[config.mk]
export PLATFORM = sky130hd
export DESIGN_NAME = prime_field_alu_top
export DESIGN_NICKNAME = d
export VERILOG_FILES = /design/src/hdl/pfa_pkg.sv /design/src/hdl/pfa_mulmod.sv /design/src/hdl/prime_field_alu_top.sv
export SDC_FILE = /design/constraint.sdc
export NUM_CORES = 1
export LEC_CHECK = 0
export CAP_MARGIN = 20
export CORE_MARGIN = 1
export CORE_UTILIZATION = 45
export CTS_CLUSTER_DIAMETER = 80
export DETAILED_ROUTE_END_ITERATION = 6
export DONT_BUFFER_PORTS = 1
export PLACE_DENSITY = 0.69
export SLEW_MARGIN = 10
export SYNTH_ARGS = -nofsm -noshare
export SYNTH_HDL_FRONTEND = slang
export SYNTH_SLANG_ARGS = --single-unit
[constraint.sdc]
create_clock -name clk -period 11.1 [get_ports clk]
set_clock_uncertainty 0.1 [all_clocks]
set_input_delay 1.11 -clock clk [delete_from_list [all_inputs] [get_ports clk]]
set_output_delay 1.11 -clock clk [all_outputs]
set_load 0.1 [all_outputs]
[src/hdl/pfa_pkg.sv]
package pfa_pkg;

  localparam logic [2:0] OP_ADD = 3'd0;
  localparam logic [2:0] OP_SUB = 3'd1;
  localparam logic [2:0] OP_MUL = 3'd2;
  localparam logic [2:0] OP_DIV = 3'd3;
  localparam logic [2:0] OP_NEG = 3'd4;
  localparam logic [2:0] OP_INV = 3'd5;

  localparam logic [1:0] ST_OK       = 2'd0;
  localparam logic [1:0] ST_ZERO_DIV = 2'd1;
  localparam logic [1:0] ST_RANGE    = 2'd2;

  localparam logic [31:0] MODULUS_RESET = 32'd65537;

  typedef struct packed {
    logic [2:0]  operation;
    logic [31:0] operand_a;
    logic [31:0] operand_b;
  } in_t;

  typedef struct packed {
    logic [31:0] result;
    logic [1:0]  status;
  } out_t;

endpackage

[src/hdl/pfa_mulmod.sv]
module pfa_mulmod #(
  parameter int WIDTH = 32
) (
  input  logic             clk,
  input  logic             rst_n,
  input  logic             start,
  input  logic [WIDTH-1:0] x,
  input  logic [WIDTH-1:0] y,
  input  logic [WIDTH-1:0] p,
  output logic             done,
  output logic [WIDTH-1:0] prod
);

  localparam int CW = $clog2(WIDTH);

  logic [WIDTH-1:0] x_r;
  logic [WIDTH-1:0] y_r;
  logic [WIDTH-1:0] p_r;
  logic [WIDTH-1:0] acc_r;
  logic [CW-1:0]    cnt_r;
  logic             busy_r;
  logic             done_r;
  logic [WIDTH-1:0] dbl;
  logic [WIDTH-1:0] acc_nxt;

  function automatic logic [WIDTH-1:0] mod_add(
    input logic [WIDTH-1:0] s,
    input logic [WIDTH-1:0] t,
    input logic [WIDTH-1:0] m
  );
    logic [WIDTH:0] sum;
    sum = {1'b0, s} + {1'b0, t};
    if (sum >= {1'b0, m}) begin
      sum = sum - {1'b0, m};
    end
    return sum[WIDTH-1:0];
  endfunction

  always_comb begin
    dbl     = mod_add(acc_r, acc_r, p_r);
    acc_nxt = y_r[WIDTH-1] ? mod_add(dbl, x_r, p_r) : dbl;
  end

  always_ff @(posedge clk) begin
    if (!rst_n) begin
      busy_r <= 1'b0;
      done_r <= 1'b0;
    end else begin
      done_r <= 1'b0;
      if (start) begin
        x_r    <= x;
        y_r    <= y;
        p_r    <= p;
        acc_r  <= '0;
        cnt_r  <= CW'(WIDTH - 1);
        busy_r <= 1'b1;
      end else if (busy_r) begin
        acc_r <= acc_nxt;
        y_r   <= {y_r[WIDTH-2:0], 1'b0};
        if (cnt_r == '0) begin
          busy_r <= 1'b0;
          done_r <= 1'b1;
        end else begin
          cnt_r <= cnt_r - 1'b1;
        end
      end
    end
  end

  assign done = done_r;
  assign prod = acc_r;

endmodule

[src/hdl/prime_field_alu_top.sv]
// Arithmetic unit over GF(p), p held in a 32-bit register (low WIDTH bits used).
// Input channel in_valid/in_ready carries operation, operand_a, operand_b;
// output channel out_valid/out_ready carries one result and status per item.
// The user must write the modulus register by cfg_wr_en/cfg_wr_data only while idle; the block does not enforce it.
// Work per accepted item:
//   add, subtract, negate and every error case: result registered on acceptance.
//   multiply: done by the bit-serial modular multiplier
//     that consumes one multiplier bit per cycle.
//   inverse: one squaring per
//     exponent bit plus one multiply per set bit of p - 2.
//   divide: the inverse steps, then a final multiply.
// One item is in work at a time; in_ready is high only between items.
// A finished result sits in the output register while the next item is
// accepted; if that result is still not taken when the next one finishes,
// the block holds and in_ready stays low.
// Synchronous reset clears the control state and loads the modulus 65537.
module prime_field_alu_top #(
  parameter int WIDTH = 32
) (
  input  logic          clk,
  input  logic          rst_n,
  input  logic          in_valid,
  output logic          in_ready,
  input  pfa_pkg::in_t  in_data,
  output logic          out_valid,
  input  logic          out_ready,
  output pfa_pkg::out_t out_data,
  input  logic          cfg_wr_en,
  input  logic [31:0]   cfg_wr_data
);

  import pfa_pkg::*;

  localparam int CW = $clog2(WIDTH);

  typedef enum logic [2:0] {
    S_IDLE,
    S_SQ,
    S_ML,
    S_NEXT,
    S_FM,
    S_FIN
  } state_t;

  state_t           state_r;
  logic [31:0]      cfg_r;
  logic [2:0]       op_r;
  logic [WIDTH-1:0] a_r;
  logic [WIDTH-1:0] x_r;
  logic [WIDTH-1:0] e_r;
  logic [CW-1:0]    cnt_r;
  logic [WIDTH-1:0] res_r;
  logic [1:0]       st_r;
  logic             out_valid_r;
  out_t             out_data_r;
  logic             mul_go_r;
  logic [WIDTH-1:0] mul_x_r;
  logic [WIDTH-1:0] mul_y_r;
  logic             mul_done;
  logic [WIDTH-1:0] mul_prod;

  logic [95:0]       a_ext;
  logic [95:0]       b_ext;
  logic [95:0]       m_ext;
  logic [WIDTH+63:0] p_ext;
  logic [WIDTH+31:0] res_ext;
  logic [WIDTH-1:0]  a_w;
  logic [WIDTH-1:0]  b_w;
  logic [WIDTH-1:0]  p_w;
  logic [WIDTH-1:0]  r_init;
  logic              a_big;
  logic              b_big;

  function automatic logic [WIDTH-1:0] mod_add(
    input logic [WIDTH-1:0] s,
    input logic [WIDTH-1:0] t,
    input logic [WIDTH-1:0] m
  );
    logic [WIDTH:0] sum;
    sum = {1'b0, s} + {1'b0, t};
    if (sum >= {1'b0, m}) begin
      sum = sum - {1'b0, m};
    end
    return sum[WIDTH-1:0];
  endfunction

  function automatic logic [WIDTH-1:0] mod_sub(
    input logic [WIDTH-1:0] s,
    input logic [WIDTH-1:0] t,
    input logic [WIDTH-1:0] m
  );
    logic [WIDTH-1:0] d;
    if (s >= t) begin
      d = s - t;
    end else begin
      d = m - (t - s);
    end
    return d;
  endfunction

  always_comb begin
    a_ext   = {64'b0, in_data.operand_a};
    b_ext   = {64'b0, in_data.operand_b};
    m_ext   = {64'b0, cfg_r};
    a_w     = a_ext[WIDTH-1:0];
    b_w     = b_ext[WIDTH-1:0];
    p_w     = m_ext[WIDTH-1:0];
    p_ext   = {64'b0, p_w};
    a_big   = a_ext[63:0] >= p_ext[63:0];
    b_big   = b_ext[63:0] >= p_ext[63:0];
    r_init  = (p_w >= WIDTH'(2)) ? WIDTH'(1) : '0;
    res_ext = {32'b0, res_r};
  end

  pfa_mulmod #(
    .WIDTH(WIDTH)
  ) u_mulmod (
    .clk  (clk),
    .rst_n(rst_n),
    .start(mul_go_r),
    .x    (mul_x_r),
    .y    (mul_y_r),
    .p    (p_w),
    .done (mul_done),
    .prod (mul_prod)
  );

  always_ff @(posedge clk) begin
    if (!rst_n) begin
      state_r     <= S_IDLE;
      cfg_r       <= MODULUS_RESET;
      out_valid_r <= 1'b0;
      mul_go_r    <= 1'b0;
    end else begin
      mul_go_r <= 1'b0;
      if (cfg_wr_en) begin
        cfg_r <= cfg_wr_data;
      end
      if (out_valid_r && out_ready) begin
        out_valid_r <= 1'b0;
      end
      unique case (state_r)
        S_IDLE: begin
          if (in_valid) begin
            op_r  <= in_data.operation;
            a_r   <= a_w;
            x_r   <= (in_data.operation == OP_DIV) ? b_w : a_w;
            e_r   <= p_w - WIDTH'(2);
            cnt_r <= CW'(WIDTH - 1);
            res_r <= '0;
            st_r  <= ST_OK;
            state_r <= S_FIN;
            unique case (in_data.operation)
              OP_ADD: begin
                if (a_big || b_big) begin
                  st_r <= ST_RANGE;
                end else begin
                  res_r <= mod_add(a_w, b_w, p_w);
                end
              end
              OP_SUB: begin
                if (a_big || b_big) begin
                  st_r <= ST_RANGE;
                end else begin
                  res_r <= mod_sub(a_w, b_w, p_w);
                end
              end
              OP_NEG: begin
                if (a_big) begin
                  st_r <= ST_RANGE;
                end else begin
                  res_r <= mod_sub('0, a_w, p_w);
                end
              end
              OP_MUL: begin
                if (a_big || b_big) begin
                  st_r <= ST_RANGE;
                end else begin
                  mul_x_r  <= a_w;
                  mul_y_r  <= b_w;
                  mul_go_r <= 1'b1;
                  state_r  <= S_FM;
                end
              end
              OP_DIV: begin
                priority if (a_big || b_big) begin
                  st_r <= ST_RANGE;
                end else if (b_w == '0) begin
                  st_r <= ST_ZERO_DIV;
                end else begin
                  mul_x_r  <= r_init;
                  mul_y_r  <= r_init;
                  mul_go_r <= 1'b1;
                  state_r  <= S_SQ;
                end
              end
              OP_INV: begin
                priority if (a_big) begin
                  st_r <= ST_RANGE;
                end else if (a_w == '0) begin
                  st_r <= ST_ZERO_DIV;
                end else begin
                  mul_x_r  <= r_init;
                  mul_y_r  <= r_init;
                  mul_go_r <= 1'b1;
                  state_r  <= S_SQ;
                end
              end
              default: begin
                st_r <= ST_RANGE;
              end
            endcase
          end
        end
        S_SQ: begin
          if (mul_done) begin
            if (e_r[WIDTH-1]) begin
              mul_x_r  <= mul_prod;
              mul_y_r  <= x_r;
              mul_go_r <= 1'b1;
              state_r  <= S_ML;
            end else begin
              state_r <= S_NEXT;
            end
          end
        end
        S_ML: begin
          if (mul_done) begin
            state_r <= S_NEXT;
          end
        end
        S_NEXT: begin
          if (cnt_r == '0) begin
            if (op_r == OP_DIV) begin
              mul_x_r  <= a_r;
              mul_y_r  <= mul_prod;
              mul_go_r <= 1'b1;
              state_r  <= S_FM;
            end else begin
              res_r   <= mul_prod;
              state_r <= S_FIN;
            end
          end else begin
            cnt_r    <= cnt_r - 1'b1;
            e_r      <= {e_r[WIDTH-2:0], 1'b0};
            mul_x_r  <= mul_prod;
            mul_y_r  <= mul_prod;
            mul_go_r <= 1'b1;
            state_r  <= S_SQ;
          end
        end
        S_FM: begin
          if (mul_done) begin
            res_r   <= mul_prod;
            state_r <= S_FIN;
          end
        end
        S_FIN: begin
          if (!out_valid_r || out_ready) begin
            out_data_r.result <= res_ext[31:0];
            out_data_r.status <= st_r;
            out_valid_r       <= 1'b1;
            state_r           <= S_IDLE;
          end
        end
        default: begin
          state_r <= S_IDLE;
        end
      endcase
    end
  end

  assign in_ready  = (state_r == S_IDLE);
  assign out_valid = out_valid_r;
  assign out_data  = out_data_r;

endmodule

---- Word-level counts from Yosys, hierarchy flattened ----
Cells that the tools add are included.
word-level totals
  input port bits ......................... 104
  output and inout bits ................... 36
  logic and storage cells ................. 188
  flip-flop bits (word level) ............. 408
operators by class
  equality and inequality tests ........... 28
  bitwise gates (word level) .............. 2
  reduce and logical (&&, ||, !) cells .... 25
  add/subtract/negate cells ............... 14
  muxes and demuxes ....................... 89
  magnitude comparators ................... 8
operators with widths
  cell                     number
  $mux W32                 35
  $pmux W32 S3             6
  $sub A32 B32 Y32         7
  $add A32 B32 Y33         3
  $ge A33 B32 Y1           3
  $ge A32 B32 Y1           3
  $logic_not A32 Y1        2
  $pmux W32 S2             1
  $ge A1 B32 Y1 const A    1
  $ge A32 B2 Y1 const B    1
  $sub A1 B32 Y32 const A  1
  $sub A32 B2 Y32 const B  1
  $mux W3                  10
  $mux W1                  23
  $mux W5                  4
  $ne A3 B3 Y1 const B     6
  $pmux W3 S6              1
  $eq A3 B2 Y1 const B     5
  $ne A2 B2 Y1 const B     7
  $eq A3 B3 Y1 const B     4
  $reduce_and A12 Y1       1
  $logic_not A5 Y1         2
  $pmux W5 S2              1
  $sub A5 B1 Y5 const B    2
  20 further kinds         36

---- Logic depth before layout (Yosys ltp) ----
  depth after elaboration ................. 8
  mapped depth ............................ 39
  depth with buffers taken out ............ 35

---- By module ----
A second synthesis with hierarchy kept.
unflattened totals
  cells, all modules ...................... 3,695
  area total of the unflattened synthesis .. 34,061.4 µm²
modules (own cells, without submodules)
  module               area each (µm²)  times used  cells an instance  seq. area each (µm²)
  prime_field_alu_top  23,281.1         1           2,595              7,827.5
  pfa_mulmod           10,780.3         1           1,100              4,033.9

---- Least setup slack after synthesis ----
Ideal clock, no wire load.
  path type ............................... input port to flip-flop
  start ................................... in in_data[5] in the netlist's numbering
  end ..................................... reg mul_x_r[0], enable pin
  required time ........................... 10.410 ns
  arrival ................................. 8.392 ns
  stages on the path ...................... 13
  buffers on the path ..................... 1
  library setup time ...................... 0.590 ns
  slack ................................... 2.018 ns
  cells stage by stage .................... ha_1 -> a211oi_1 -> nor2_1 -> a2111oi_0 -> a21oi_1 -> or3_1 -> a311oi_4 -> nand3_1 -> buf_2 -> o21a_1 -> o21ai_1 -> o21ai_1 -> a221oi_1
on the way
  longest elaborated chain between the ends .. 4
  elaborated cells between the ends (all ways) .. 7
  classes of those cells .................. order compare (1); eq/ne (3); reduce/logical (3)
RTL lines
  what                              line                                                    text
  start, declared                   prime_field_alu_top.sv:24                               input pfa_pkg::in_t in_data,
  $ge A32 B32 Y1                    prime_field_alu_top.sv:110                              b_big = b_ext[63:0] >= p_ext[63:0];
  $logic_or A1 B1 Y1                prime_field_alu_top.sv:176, prime_field_alu_top.sv:186
  $ne A3 B3 Y1 (no line)            n/a
  $reduce_and A12 Y1 (no line) (*)  n/a
  end signal, assigned              prime_field_alu_top.sv:179                              mul_x_r <= a_w;
  end signal, assigned              prime_field_alu_top.sv:191                              mul_x_r <= r_init;
  end signal, assigned              prime_field_alu_top.sv:203                              mul_x_r <= r_init;
  end, declared                     prime_field_alu_top.sv:57                               logic [WIDTH-1:0] mul_x_r;
Mark *: on every way between the ends. The rest lies on a longest branch, timed or not.
A chain may end at the register's enable or synchronous reset.

---- Worst setup path after layout ----
  start ................................... reg u_mulmod.acc_r[0], in the netlist u_mulmod.prod[0]
  end ..................................... reg u_mulmod.acc_r[15], in the netlist u_mulmod.prod[15], data pin
on the way
  longest elaborated chain between the ends .. 8
  elaborated cells between the ends (all ways) .. 10
  classes of those cells .................. add/sub (4); order compare (2); mux (4)
RTL lines
  what                                                line                                text
  start, declared                                     pfa_mulmod.sv:19                    logic [WIDTH-1:0] acc_r;
  start signal, assigned                              pfa_mulmod.sv:58                    acc_r <= acc_nxt;
  $add A32 B32 Y33 (*)                                pfa_mulmod.sv:32                    sum = {1'b0, s} + {1'b0, t};
  $sub A32 B32 Y32 or $ge A33 B32 Y1 (tied branches)  pfa_mulmod.sv:34, pfa_mulmod.sv:33
  $mux W32 (*)                                        pfa_mulmod.sv:33                    if (sum >= {1'b0, m}) begin
  $add A32 B32 Y33                                    pfa_mulmod.sv:32
  $sub A32 B32 Y32 or $ge A33 B32 Y1 (tied branches)  pfa_mulmod.sv:34, pfa_mulmod.sv:33
  $mux W32                                            pfa_mulmod.sv:33
  $mux W32 (*)                                        pfa_mulmod.sv:41                    acc_nxt = y_r[WIDTH-1] ? mod_add(dbl, x_r, p_r) : dbl;
  $mux W32 (*)                                        pfa_mulmod.sv:57                    end else if (busy_r) begin
Mark *: on every way between the ends. The rest lies on a longest branch, timed or not. The select of a mux whose other input is x is not followed.

==> impl_metrics.toml <==
[floorplanning]
die_area_mm2 = 0.0751
die-height_um = 274
std_cell_rows = 99
start_util_pct = 45.6
num_io_pins = 140
die_w_um = 274
coreArea_mm2 = 0.0731

[finish]
drive_gt1_share_pct = 5.75
multi_input_area_mm2 = 0.0198
final_nets = 3998
utilization_pct = 48.9
ff_latch_area_mm2 = 0.0119
fill_cells = 6896
n_antenna_cell = 0
syn2layout_area_growth_pct = 7.33
fin_cells = 4557

[route]
via_per_inst = 6.30
ant_nets = 0
wl_per_cell_um = 25.2
dr.pass1.iters = 7
num_vias = 28700
drt_iter0_drc = 3483
wirelength_um = 115000
drc = 10

[global_routing]
grt_pass1_vias = 27100
use_met3_pct = 4.68
grt-ovfl-total = 0
grt_util_met1_pct = 41.1
grt_first_pass_wirelength_um = 169000
grt_use_total_pct = 30.1
met2_usage_pct = 46.6
grt_max_degree = 65
antenna_found_initial = 2
top_usage_layer = "met2"

[sta]
setup_viol = 0
rsz0062_at_grt = "false"
relSlewSlack_pct = 29.5
hold_viol = 0
post-route-period-util_pct = 85.9
final.setup.tns_ns = 0
min_period_ns = 9.53
setup_ws_ns = 1.57
slew_viol_final = 0
worst_pin_slew_ns = 1.06
max_freq_mhz = 105

[placement]
io_buffers = 0
routabilityCongestion = 1.02
placed_cells = 4475
dp_slack_ns = 1.77
dpl.hpwl_um = 89300

[clock_tree]
postCtsHoldBufs = 0
cts_root_buf = "clkbuf_16"
cts_buffers = 45
cts.sinks = 408
worstSkewPairLatency_ns = 0.61
cts.clk_slew.worst_paths_ns = 0.07
cts-htree-levels = 2
cts_resized = 0
cts_buffer_depth = 3
postCtsSetupRepairBufs = 0
cts_tree = "done"

[logic_synthesis]
synth-xor-area-share_pct = 6.44
syn_avg_cell_area_um2 = 9.18
yosysUniqueCellTypes = 104
synthFlopType = "edfxtp_1"
async_reset_ff_share_pct = 0
syn_nets = 4059
yosys.area_share.simple_pct = 14.3
ys_top_cells_by_area = "edfxtp_1 33%, ha_1 11%, xnor2_1 5.1%"
yosys.area.top_type = "edfxtp_1"
post_synth_mux_area_share_pct = 4.36
synth_compound_area_share_pct = 20.8
ys_seq_area_share_pct = 35.6
synth_edf_count = 369
synth_top_family_by_area = "compound AO/OA/AOI/OAI gates"
yosysTopAreaCellShare_pct = 33.3
synthCells = 3625
ys_ff_latch = 408
yosysMostFrequentCell = "edfxtp_1"
syn_area_mm2 = 0.0333
yosysWarnings = 0
synthTopCellsByCount = "369 x edfxtp_1, 311 x nand2_1, 303 x inv_1"
synth_fa_ha_area_share_pct = 13.3

[min_path]
hp-start = "mul_x_r[12]$_DFFE_PP_"
hold_path_class = "flop to flop"
holdPathEnd = "u_mulmod.x_r[12]$_DFFE_PP_"
hold_depth = 0

[run_status]
outcome = "finished, violations left"
violations = "design-rule violations"

[pwr]
switching_share_pct = 38.4
p_leak_uw = 0.0142
power_density_mw_per_mm2 = 164
p_total_uw = 5870
clockPowerShare_pct = 25.3
internal_power_uw = 3610
irDropWorstVdd_v = 0.000115
combPwrFrac_pct = 42.4
switching_power_uw = 2250
seqPwrFrac_pct = 32.3

[worst_setup_path]
cpPeakStageDelay_ns = 0.72
crit_family = "compound AO/OA/AOI/OAI gates"
cp_num_cells = 32
reg2regPathDepth = 32
crit_buf_inv = 1
end_kind = "flop"
cp_data_arrival_time_ns = 9.80
crit_top_cell = "a21oi_1"
worstPathRequired_ns = 11.36
worstReg2RegStart = "u_mulmod.prod[0]$_SDFFCE_PP0P_"
crit_slowest_cell = "a311o_1"
r2r_setup_slack_ns = 1.57
start_kind = "flop"
criticalPathCategory = "flop to flop"
rr_endpoint = "u_mulmod.prod[15]$_SDFFCE_PP0P_"
worst-path-max-fanout = 22

[flow_run]
cap_viol_max_count = 0
==> cell type report <==
cell class / instances / share of cell area, %
inverter: 307 / 3.22
sequential: 408 / 33.2
clock buffer: 62 / 3.51
multi-input combinational: 2768 / 55.4
tap: 959 / 3.36
timing repair buffer: 34 / 0.763
clock inverter: 19 / 0.501
==> logic make-up (layout without fill, tap and decap cells) <==
family                     Yosys count  after routing
xor gates and xnor gates           245            245
buffers and inverters              449            422
DFF                                408            408
and+or+nand+nor                   1012           1012
adders and majority gates          330            330
muxes                              138            138
AOI/OAI and AO/OA                 1043           1043
==> power by group through the flow <==
stage | registers, uW | logic (uW) | clock network [uW]
after global routing | 1900 | 2720 | 1550
after global placement | 1920 | 2400 | 0
after floorplan | 1890 | 1850 | 0
after detailed placement | 1920 | 2410 | 0
final | 1900 | 2490 | 1480
after CTS | 1890 | 2430 | 1500
==> per-stage QoR <==
stage / instance area [um2] / hold WS (ns)
after CTS: 35700 / 0.303
after global placement: 34300 / 0.300
after detailed placement: 34300 / 0.305
after floorplan: 33300 / 0.300
after global routing: 35700 / 0.301
final: 35700 / 0.307
==> per-layer routing <==
metal | up-vias | share of wire, %
li1 | 13200 | -
met1 | 13700 | 41
met2 | 1559 | 44
met3 | 266 | 10
met4 | 2 | 5.5
met5 | - | 0.011
==> state kept, by name, indices dropped and copies added, names as in the netlist, 2 cells and up <==
| register | count |
|---|---|
| out_data | 34 |
| a_r | 32 |
| cfg_r | 32 |
| e_r | 32 |
| mul_x_r | 32 |
| mul_y_r | 32 |
| res_r | 32 |
| u_mulmod.p_r | 32 |
| u_mulmod.prod | 32 |
| u_mulmod.x_r | 32 |
| u_mulmod.y_r | 32 |
| x_r | 32 |
| cnt_r | 5 |
| u_mulmod.cnt_r | 5 |
| op_r | 3 |
| state_r | 3 |
| st_r | 2 |
==> worst max path at each step <==
stage,startpoint,endpoint
after detailed placement,u_mulmod.prod[0]$_SDFFCE_PP0P_,u_mulmod.prod[15]$_SDFFCE_PP0P_
after CTS,u_mulmod.prod[0]$_SDFFCE_PP0P_,u_mulmod.prod[15]$_SDFFCE_PP0P_
final,u_mulmod.prod[0]$_SDFFCE_PP0P_,u_mulmod.prod[15]$_SDFFCE_PP0P_
after global routing,u_mulmod.prod[0]$_SDFFCE_PP0P_,u_mulmod.prod[15]$_SDFFCE_PP0P_
after floorplan,in_data[5],mul_x_r[0]$_DFFE_PP_
after global placement,u_mulmod.prod[0]$_SDFFCE_PP0P_,u_mulmod.prod[15]$_SDFFCE_PP0P_
==> cells in the final DEF, fill, tap and decap left out, types with 52 or more instances in the layout <==
cell,count
xnor2_1,193
nor3_1,59
mux2i_1,82
xor2_1,52
o21ai_0,213
nand3_1,93
inv_1,303
a21o_1,102
nor2_1,268
o21ai_1,52
ha_1,292
edfxtp_1,369
nand2_1,310
a21oi_1,261
Note: power is estimated with default switching activity, not from simulation.
